### src/hw/rtl/mp2_pkg.sv
// mp2_pkg: shared types and constants for the 2x2 matrix power block
// used by mp2_mac and matrix_power_2x2; no dependencies
package mp2_pkg;

    localparam int COUNT_WIDTH       = 9;
    localparam int MULTS_PER_PRODUCT = 8;
    localparam int STEP_WIDTH        = 4;
    // steps 0..7 issue the eight multiplies, step 8 drains and commits
    localparam logic [STEP_WIDTH-1:0] STEP_LAST = 4'd8;

    typedef enum logic [2:0] {
        ST_IDLE,
        ST_SCAN,
        ST_SQUARE,
        ST_MULT,
        ST_DONE
    } state_t;

    // one multiply request into the shared unit
    typedef struct packed {
        logic       valid;
        logic       second;  // second term of a dot product
        logic [1:0] entry;   // row * 2 + column of the result entry
    } mac_ctrl_t;

endpackage

### src/hw/rtl/matrix_power_2x2.sv
// matrix_power_2x2: 2x2 matrix power by left-to-right square and multiply
// depends on mp2_pkg and mp2_mac (one shared multiplier)
// operation: scan the exponent from its top bit down to the top set bit (the identity for a zero
//   exponent), then one matrix product per square or multiply, each 8 multiplies through the
//   shared multiplier and one commit
// requests: one at a time; s_axis_tready returns in the cycle after the result is taken
// reset: asynchronous active low, returns to idle with no result pending
module matrix_power_2x2 #(
    parameter int ENTRY_WIDTH = 32,
    parameter int EXP_WIDTH   = 31
) (
    input  logic clk,
    input  logic rst_n,
    input  logic s_axis_tvalid,
    output logic s_axis_tready,
    // base_top_left, base_top_right, base_bottom_left, base_bottom_right, exponent
    input  logic [8*((4*ENTRY_WIDTH+EXP_WIDTH+7)/8)-1:0] s_axis_tdata,
    output logic m_axis_tvalid,
    input  logic m_axis_tready,
    // power_top_left, power_top_right, power_bottom_left, power_bottom_right, mult_count
    output logic [8*((4*ENTRY_WIDTH+mp2_pkg::COUNT_WIDTH+7)/8)-1:0] m_axis_tdata
);
    import mp2_pkg::*;

    localparam int OUT_W = 8 * ((4 * ENTRY_WIDTH + COUNT_WIDTH + 7) / 8);
    localparam int BIT_W = $clog2(EXP_WIDTH);
    localparam logic [BIT_W-1:0] BIT_TOP = BIT_W'(EXP_WIDTH - 1);

    state_t                   state_reg, state_next;
    logic [STEP_WIDTH-1:0]    step_reg, step_next;
    logic [BIT_W-1:0]         bit_reg, bit_next;
    logic [COUNT_WIDTH-1:0]   count_reg, count_next;
    logic [EXP_WIDTH-1:0]     exp_reg;
    logic [ENTRY_WIDTH-1:0]   base0_reg, base1_reg, base2_reg, base3_reg;
    logic [ENTRY_WIDTH-1:0]   acc0_reg, acc1_reg, acc2_reg, acc3_reg;
    logic [ENTRY_WIDTH-1:0]   nxt0_reg, nxt1_reg, nxt2_reg;

    logic                     ld_input, ld_base, commit, issue;
    mac_ctrl_t                mac_ctl, mac_ctl_q;
    logic [ENTRY_WIDTH-1:0]   op_a, op_b, wr_data;
    logic [ENTRY_WIDTH-1:0]   y0, y1, y2, y3;

    always_ff @(posedge clk or negedge rst_n)
    begin
        if (!rst_n)
        begin
            state_reg <= ST_IDLE;
            step_reg  <= '0;
            bit_reg   <= '0;
            count_reg <= '0;
        end
        else
        begin
            state_reg <= state_next;
            step_reg  <= step_next;
            bit_reg   <= bit_next;
            count_reg <= count_next;
        end
    end

    always_comb
    begin
        state_next = state_reg;
        step_next  = step_reg;
        bit_next   = bit_reg;
        count_next = count_reg;
        ld_input   = 1'b0;
        ld_base    = 1'b0;
        commit     = 1'b0;
        issue      = 1'b0;
        unique case (state_reg)
            ST_IDLE:
            begin
                if (s_axis_tvalid)
                begin
                    ld_input   = 1'b1;
                    bit_next   = BIT_TOP;
                    count_next = '0;
                    state_next = ST_SCAN;
                end
            end
            ST_SCAN:
            begin
                // running matrix holds the identity until the top set bit is found
                if (exp_reg[bit_reg])
                begin
                    ld_base = 1'b1;
                end
                if (bit_reg == '0)
                begin
                    state_next = ST_DONE;
                end
                else
                begin
                    bit_next = bit_reg - BIT_W'(1);
                    if (exp_reg[bit_reg])
                    begin
                        step_next  = '0;
                        state_next = ST_SQUARE;
                    end
                end
            end
            ST_SQUARE, ST_MULT:
            begin
                if (step_reg != STEP_LAST)
                begin
                    issue     = 1'b1;
                    step_next = step_reg + STEP_WIDTH'(1);
                end
                else
                begin
                    commit     = 1'b1;
                    count_next = count_reg + COUNT_WIDTH'(MULTS_PER_PRODUCT);
                    step_next  = '0;
                    if (state_reg == ST_SQUARE && exp_reg[bit_reg])
                    begin
                        state_next = ST_MULT;
                    end
                    else if (bit_reg == '0)
                    begin
                        state_next = ST_DONE;
                    end
                    else
                    begin
                        bit_next   = bit_reg - BIT_W'(1);
                        state_next = ST_SQUARE;
                    end
                end
            end
            ST_DONE:
            begin
                if (m_axis_tready)
                begin
                    state_next = ST_IDLE;
                end
            end
            default:
            begin
                state_next = ST_IDLE;
            end
        endcase
    end

    // step bits: [2] row, [1] column, [0] term of the dot product
    assign mac_ctl.valid  = issue;
    assign mac_ctl.second = step_reg[0];
    assign mac_ctl.entry  = step_reg[2:1];

    always_comb
    begin
        if (state_reg == ST_SQUARE)
        begin
            y0 = acc0_reg;
            y1 = acc1_reg;
            y2 = acc2_reg;
            y3 = acc3_reg;
        end
        else
        begin
            y0 = base0_reg;
            y1 = base1_reg;
            y2 = base2_reg;
            y3 = base3_reg;
        end
    end

    // a = x[row][term], b = y[term][column]
    always_comb
    begin
        unique case ({step_reg[2], step_reg[0]})
            2'b00:   op_a = acc0_reg;
            2'b01:   op_a = acc1_reg;
            2'b10:   op_a = acc2_reg;
            default: op_a = acc3_reg;
        endcase
        unique case ({step_reg[0], step_reg[1]})
            2'b00:   op_b = y0;
            2'b01:   op_b = y1;
            2'b10:   op_b = y2;
            default: op_b = y3;
        endcase
    end

    mp2_mac #(
        .ENTRY_WIDTH (ENTRY_WIDTH)
    ) u_mac (
        .clk     (clk),
        .rst_n   (rst_n),
        .ctl     (mac_ctl),
        .op_a    (op_a),
        .op_b    (op_b),
        .ctl_q   (mac_ctl_q),
        .wr_data (wr_data)
    );

    always_ff @(posedge clk)
    begin
        if (ld_input)
        begin
            base0_reg <= s_axis_tdata[0*ENTRY_WIDTH +: ENTRY_WIDTH];
            base1_reg <= s_axis_tdata[1*ENTRY_WIDTH +: ENTRY_WIDTH];
            base2_reg <= s_axis_tdata[2*ENTRY_WIDTH +: ENTRY_WIDTH];
            base3_reg <= s_axis_tdata[3*ENTRY_WIDTH +: ENTRY_WIDTH];
            exp_reg   <= s_axis_tdata[4*ENTRY_WIDTH +: EXP_WIDTH];
            acc0_reg  <= ENTRY_WIDTH'(1);
            acc1_reg  <= '0;
            acc2_reg  <= '0;
            acc3_reg  <= ENTRY_WIDTH'(1);
        end
        else if (ld_base)
        begin
            acc0_reg <= base0_reg;
            acc1_reg <= base1_reg;
            acc2_reg <= base2_reg;
            acc3_reg <= base3_reg;
        end
        else if (commit)
        begin
            // last entry comes straight from the accumulator
            acc0_reg <= nxt0_reg;
            acc1_reg <= nxt1_reg;
            acc2_reg <= nxt2_reg;
            acc3_reg <= wr_data;
        end
        if (mac_ctl_q.valid && mac_ctl_q.second)
        begin
            unique case (mac_ctl_q.entry)
                2'd0:    nxt0_reg <= wr_data;
                2'd1:    nxt1_reg <= wr_data;
                2'd2:    nxt2_reg <= wr_data;
                default: ;
            endcase
        end
    end

    assign s_axis_tready = (state_reg == ST_IDLE);
    assign m_axis_tvalid = (state_reg == ST_DONE);
    assign m_axis_tdata  = OUT_W'({count_reg, acc3_reg, acc2_reg, acc1_reg, acc0_reg});

    a_one_side: assert property (@(posedge clk) disable iff (!rst_n)
        !(s_axis_tready && m_axis_tvalid))
        else $error("ready for a request while a result is pending");

    a_count_mult8: assert property (@(posedge clk) disable iff (!rst_n)
        count_reg[2:0] == 3'd0)
        else $error("multiply count not a whole number of products");

    a_mac_busy: assert property (@(posedge clk) disable iff (!rst_n)
        mac_ctl_q.valid |-> (state_reg == ST_SQUARE || state_reg == ST_MULT))
        else $error("multiplier result outside a matrix product");

    a_release: assert property (@(posedge clk) disable iff (!rst_n)
        (m_axis_tvalid && m_axis_tready) |=> s_axis_tready)
        else $error("not idle after the result was taken");

    a_commit_step: assert property (@(posedge clk) disable iff (!rst_n)
        commit |-> (mac_ctl_q.valid && mac_ctl_q.second && mac_ctl_q.entry == 2'd3))
        else $error("commit without the last entry ready");

endmodule

### src/hw/rtl/mp2_mac.sv
// mp2_mac: shared multiplier with a two-term accumulator, one multiply per cycle
// depends on mp2_pkg
module mp2_mac #(
    parameter int ENTRY_WIDTH = 32
) (
    input  logic                   clk,
    input  logic                   rst_n,
    input  mp2_pkg::mac_ctrl_t     ctl,
    input  logic [ENTRY_WIDTH-1:0] op_a,
    input  logic [ENTRY_WIDTH-1:0] op_b,
    output mp2_pkg::mac_ctrl_t     ctl_q,
    output logic [ENTRY_WIDTH-1:0] wr_data
);
    import mp2_pkg::*;

    mac_ctrl_t              ctl_reg;
    logic [ENTRY_WIDTH-1:0] prod_reg;
    logic [ENTRY_WIDTH-1:0] prod_next;
    logic [ENTRY_WIDTH-1:0] sum_reg;

    // only the low half is kept, products wrap
    assign prod_next = op_a * op_b;

    always_ff @(posedge clk or negedge rst_n)
    begin
        if (!rst_n)
        begin
            ctl_reg <= '0;
        end
        else
        begin
            ctl_reg <= ctl;
        end
    end

    always_ff @(posedge clk)
    begin
        if (ctl.valid)
        begin
            prod_reg <= prod_next;
        end
        if (ctl_reg.valid && !ctl_reg.second)
        begin
            sum_reg <= prod_reg;
        end
    end

    assign ctl_q   = ctl_reg;
    assign wr_data = sum_reg + prod_reg;

endmodule
### config.mk
export PLATFORM = sky130hd
export DESIGN_NAME = matrix_power_2x2
export DESIGN_NICKNAME = d
export VERILOG_FILES = /design/src/hw/rtl/mp2_pkg.sv /design/src/hw/rtl/matrix_power_2x2.sv /design/src/hw/rtl/mp2_mac.sv
export SDC_FILE = /design/constraint.sdc
export NUM_CORES = 2
export LEC_CHECK = 0
export BUFFER_PORTS_ARGS = -buffer_cell sky130_fd_sc_hd__buf_2
export CAP_MARGIN = 40
export CORE_MARGIN = 4
export CORE_UTILIZATION = 55
export DETAILED_ROUTE_END_ITERATION = 12
export GPL_TIMING_DRIVEN = 0
export PLACE_DENSITY = 0.74
export SYNTH_ARGS = -nofsm -noshare
export SYNTH_HDL_FRONTEND = slang
export SYNTH_SLANG_ARGS = --single-unit
### constraint.sdc
create_clock -name clk -period 10.8 [get_ports clk]
set_clock_uncertainty 0.1 [all_clocks]
set_input_delay 0 -clock clk [delete_from_list [all_inputs] [get_ports clk]]
set_output_delay 0 -clock clk [all_outputs]
set_load 0.02 [all_outputs]
==> flow_summary.rst <==
.. list-table::
   :header-rows: 1

   * - Metric
     - Value
   * - Peak clock frequency supported by timing
     - 0.0938 GHz
   * - Sequential cell area fraction in the yosys report
     - 0.356
   * - DR vias/cell
     - 6.27
   * - Clock sink count
     - 469
   * - Initial antenna violation count
     - 4
   * - CP arrival
     - 11.00 ns
   * - Iteration-0 DRC count of the detailed router
     - 5254
   * - Die outline area
     - 68900 µm²
   * - Quantity of I/O buffers inserted on ports
     - 298
   * - CP most frequent cell
     - sky130_fd_sc_hd__fa_1
   * - Worst setup path startpoint
     - step_reg[0]
   * - Min-delay worst type
     - in -> reg
   * - Run status
     - finished, violations left
   * - Leading area contributor after synthesis
     - sky130_fd_sc_hd__edfxtp_1
   * - First-pass GRT wire length
     - 205000 µm
   * - Dominant cells by area after synthesis
     - sky130_fd_sc_hd__edfxtp_1, sky130_fd_sc_hd__fa_1, sky130_fd_sc_hd__dfxtp_1
   * - Count of filler cells inserted in the layout
     - 4815
   * - Number of violations of the max-capacitance limit
     - 0
   * - Master of the slowest instance on the critical path
     - sky130_fd_sc_hd__a221oi_1
   * - # H-tree levels
     - 2
   * - Prevailing post-synth register cell
     - sky130_fd_sc_hd__edfxtp_1
   * - Die width
     - 262 µm
   * - Synthesized netlist cell count
     - 3332
   * - Final HPWL from detailed placement
     - 106000 µm
   * - Count of final setup violators
     - 0
   * - Total wire length
     - 141000 µm
   * - Final worst path period need
     - 10.66 ns
   * - Flip-flop and latch count after synthesis
     - 469
   * - Violated checks
     - negative hold slack
   * - Placeable core region
     - 64200 µm²
   * - Average instance area after synthesis
     - 10.7 µm²
   * - Total via count in the routed design
     - 30845
   * - Worst setup slack before clock tree synthesis
     - -1.40 ns
   * - Critical setup path kind
     - reg -> reg
   * - Crit-path max FO
     - 19
   * - Placer Congestion
     - 1.02
   * - Post-synth EDFFs
     - 319
   * - Async set-reset flop share out of synthesis
     - 0.0469
   * - Clock buffer count from CTS
     - 49
   * - Number of rows in the core area
     - 93
   * - Total placed cells including tap cells
     - 4556
   * - Mapped cell area
     - 35600 µm²
   * - Worst stage delay on the critical path
     - 0.69 ns
   * - RSZ-0062 raised after global routing
     - false
   * - Reg2reg start
     - step_reg[0]
   * - Required @ worst endpoint
     - 11.14 ns
   * - Max-slew violation count
     - 0
   * - Synth-to-Final Area Change
     - 21.6%
   * - Layout cells sized above 1
     - 0.147
   * - Number of top-level pins
     - 310
   * - Grt total ovfl
     - 0
   * - Count of final hold-check violations
     - 6
   * - Clock Path Buffers
     - 3
   * - Relative slew slack
     - 0.262
   * - Library cell used as clock root buffer
     - sky130_fd_sc_hd__clkbuf_16
   * - Kind of launch point of the worst setup path
     - flip-flop
   * - Min-delay src
     - s_axis_tdata[41]
   * - Layout Cells excl Fill
     - 4916
   * - Type of element capturing the critical path
     - flip-flop
   * - Clock-pin transition on the worst setup and hold timing paths
     - 0.07 ns
   * - Post-synth top area share
     - 0.269
   * - Via count of the first global-routing pass
     - 30941
   * - Number of nets in the finished design
     - 4750
   * - Largest net degree at the start of global routing
     - 67
   * - Number of warnings printed during yosys synthesis
     - 0
   * - Vertical die dimension
     - 262 µm
   * - GRT Util Overall
     - 0.401
   * - Distinct cells, synth
     - 75
   * - ANT nets after route
     - 0
   * - WL per Instance
     - 28.7 µm
   * - Slew of the pin with the lowest slew margin
     - 1.11 ns
   * - DRC viols
     - 0
   * - Starting Density
     - 0.554
   * - Fin crit share
     - 0.987
   * - Clock insertion delay at the later pin of the skew report
     - 0.64 ns
   * - Smallest hold slack
     - -0.00944 ns
   * - Post-route worst setup slack
     - 0.138 ns
   * - CTS tree
     - built
   * - Drt pass-1 iters
     - 11
   * - Fin Setup TNS
     - 0 ns
worst paths after layout:
kind | end | slack (ns) | cells after the start
min | base1_reg[9] | -0.009 | 2
min in group asynchronous | count_reg[6] | 0.27 | 3
min reg2reg | u_mac.ctl_q[1] | 0.29 | 0
max in group asynchronous | step_reg[0] | 9.86 | 4
max | u_mac.prod_reg[31] | 0.14 | 33
max reg2reg | u_mac.prod_reg[31] | 0.14 | 33
kinds of logic (layout without fill, tap and decap cells):
group	Yosys count	in the layout	share of synthesized area
other	1	14	0.000105
and+or+nand+nor	857	857	0.105
AOI/OAI and AO/OA	540	540	0.108
DFF	469	469	0.356
xor gates and xnor gates	116	116	0.0285
muxes	100	100	0.0418
adders and majority gates	570	570	0.286
buffers and inverters	679	1395	0.0742
cell usage in the layout, fill, tap and decap left out, types with 26 or more instances in the layout:
| cell type | count |
|---|---|
| sky130_fd_sc_hd__inv_1 | 497 |
| sky130_fd_sc_hd__nand2_1 | 430 |
| sky130_fd_sc_hd__fa_1 | 409 |
| sky130_fd_sc_hd__edfxtp_1 | 319 |
| sky130_fd_sc_hd__buf_2 | 318 |
| sky130_fd_sc_hd__dlygate4sd3_1 | 255 |
| sky130_fd_sc_hd__nor2_1 | 223 |
| sky130_fd_sc_hd__a21oi_1 | 164 |
| sky130_fd_sc_hd__ha_1 | 161 |
| sky130_fd_sc_hd__a22oi_1 | 129 |
| sky130_fd_sc_hd__dfxtp_1 | 128 |
| sky130_fd_sc_hd__clkbuf_1 | 123 |
| sky130_fd_sc_hd__xnor2_1 | 90 |
| sky130_fd_sc_hd__and2_1 | 78 |
| sky130_fd_sc_hd__a222oi_1 | 56 |
| sky130_fd_sc_hd__clkbuf_16 | 51 |
| sky130_fd_sc_hd__o21ai_0 | 44 |
| sky130_fd_sc_hd__buf_4 | 43 |
| sky130_fd_sc_hd__nor2b_1 | 43 |
| sky130_fd_sc_hd__mux2i_1 | 39 |
| sky130_fd_sc_hd__nand2b_1 | 36 |
| sky130_fd_sc_hd__mux4_2 | 34 |
| sky130_fd_sc_hd__buf_6 | 28 |
| sky130_fd_sc_hd__xor2_1 | 26 |
synthesized netlist by cell type (5+ instances only):
master / instances
sky130_fd_sc_hd__clkbuf_1: 132
sky130_fd_sc_hd__a21o_1: 25
sky130_fd_sc_hd__nor3_1: 12
sky130_fd_sc_hd__nand2_1: 430
sky130_fd_sc_hd__o21bai_1: 7
sky130_fd_sc_hd__nor2_1: 223
sky130_fd_sc_hd__o21a_1: 23
sky130_fd_sc_hd__buf_1: 13
sky130_fd_sc_hd__a21oi_1: 164
sky130_fd_sc_hd__dfxtp_1: 128
sky130_fd_sc_hd__xnor2_1: 90
sky130_fd_sc_hd__fa_1: 409
sky130_fd_sc_hd__edfxtp_1: 319
sky130_fd_sc_hd__ha_1: 161
sky130_fd_sc_hd__a221o_1: 14
sky130_fd_sc_hd__dfrtp_1: 22
sky130_fd_sc_hd__and2_1: 78
sky130_fd_sc_hd__o21ai_0: 47
sky130_fd_sc_hd__inv_1: 498
sky130_fd_sc_hd__a221oi_2: 8
sky130_fd_sc_hd__o21ai_1: 9
sky130_fd_sc_hd__nand2b_1: 36
sky130_fd_sc_hd__mux4_2: 34
sky130_fd_sc_hd__o31ai_1: 5
sky130_fd_sc_hd__a221oi_1: 10
sky130_fd_sc_hd__a222oi_1: 56
sky130_fd_sc_hd__a22oi_1: 129
sky130_fd_sc_hd__xor2_1: 26
sky130_fd_sc_hd__buf_4: 11
sky130_fd_sc_hd__nor2b_1: 44
sky130_fd_sc_hd__mux2_2: 23
sky130_fd_sc_hd__nand4_1: 6
sky130_fd_sc_hd__buf_2: 19
sky130_fd_sc_hd__mux2i_1: 39
sky130_fd_sc_hd__nand3_1: 5
stage by stage:
step | instance area, µm² | util | hold slack (ns)
6_report | 43300 | 0.674 | -0.00944
5_1_grt | 43300 | 0.674 | 0.00111
4_1_cts | 43100 | 0.671 | 0.000205
3_5_place_dp | 38900 | 0.606 | -0.0921
3_3_place_gp | 38200 | 0.595 | -0.0928
2_1_floorplan | 35600 | - | -0.396
layer usage:
metal | vias to the layer above | routed length (µm) | share of wire | track usage
met1 | 14987 | 47300 | 0.34 | 0.505
met4 | 0 | 10700 | 0.076 | 0.224
li1 | 12446 | - | - | -
met3 | 672 | 22400 | 0.16 | 0.154
met2 | 2740 | 60500 | 0.43 | 0.600
met5 | - | 0 | 0 | 0
repair_timing:
action / CTS / global route
resized for setup: 14 / 47
hold buffers: 254 / 1
setup endpoints to repair: 14 / 5
hold endpoints to repair: 190 / 1
pin swaps: 1 / 3
setup buffers: 2 / 4
critical path: cells and delay by family, from the launching register on:
family	cells	cell delay (ns)
AOI/OAI and AO/OA	2	0.82
adders and majority gates	9	4.17
DFF	1	0.47
and+or+nand+nor	1	0.16
buffers and inverters	12	2.47
xor gates and xnor gates	9	2.21
final cells by class:
| class | count | area, µm² | share of cell area |
|---|---|---|---|
| antenna | 4 | 10.0 | 0.000231 |
| clock inverter | 27 | 270 | 0.00624 |
| sequential | 469 | 12700 | 0.293 |
| timing repair buffer | 627 | 4820 | 0.111 |
| inverter | 500 | 1880 | 0.0433 |
| buffer | 176 | 822 | 0.0190 |
| tap | 855 | 1070 | 0.0247 |
| clock buffer | 65 | 1360 | 0.0314 |
| multi-input combinational | 2193 | 20400 | 0.470 |
Power is left out: the tool's default activity adds up to more than one toggle a clock period on the data nets, which glitch-free logic cannot reach.
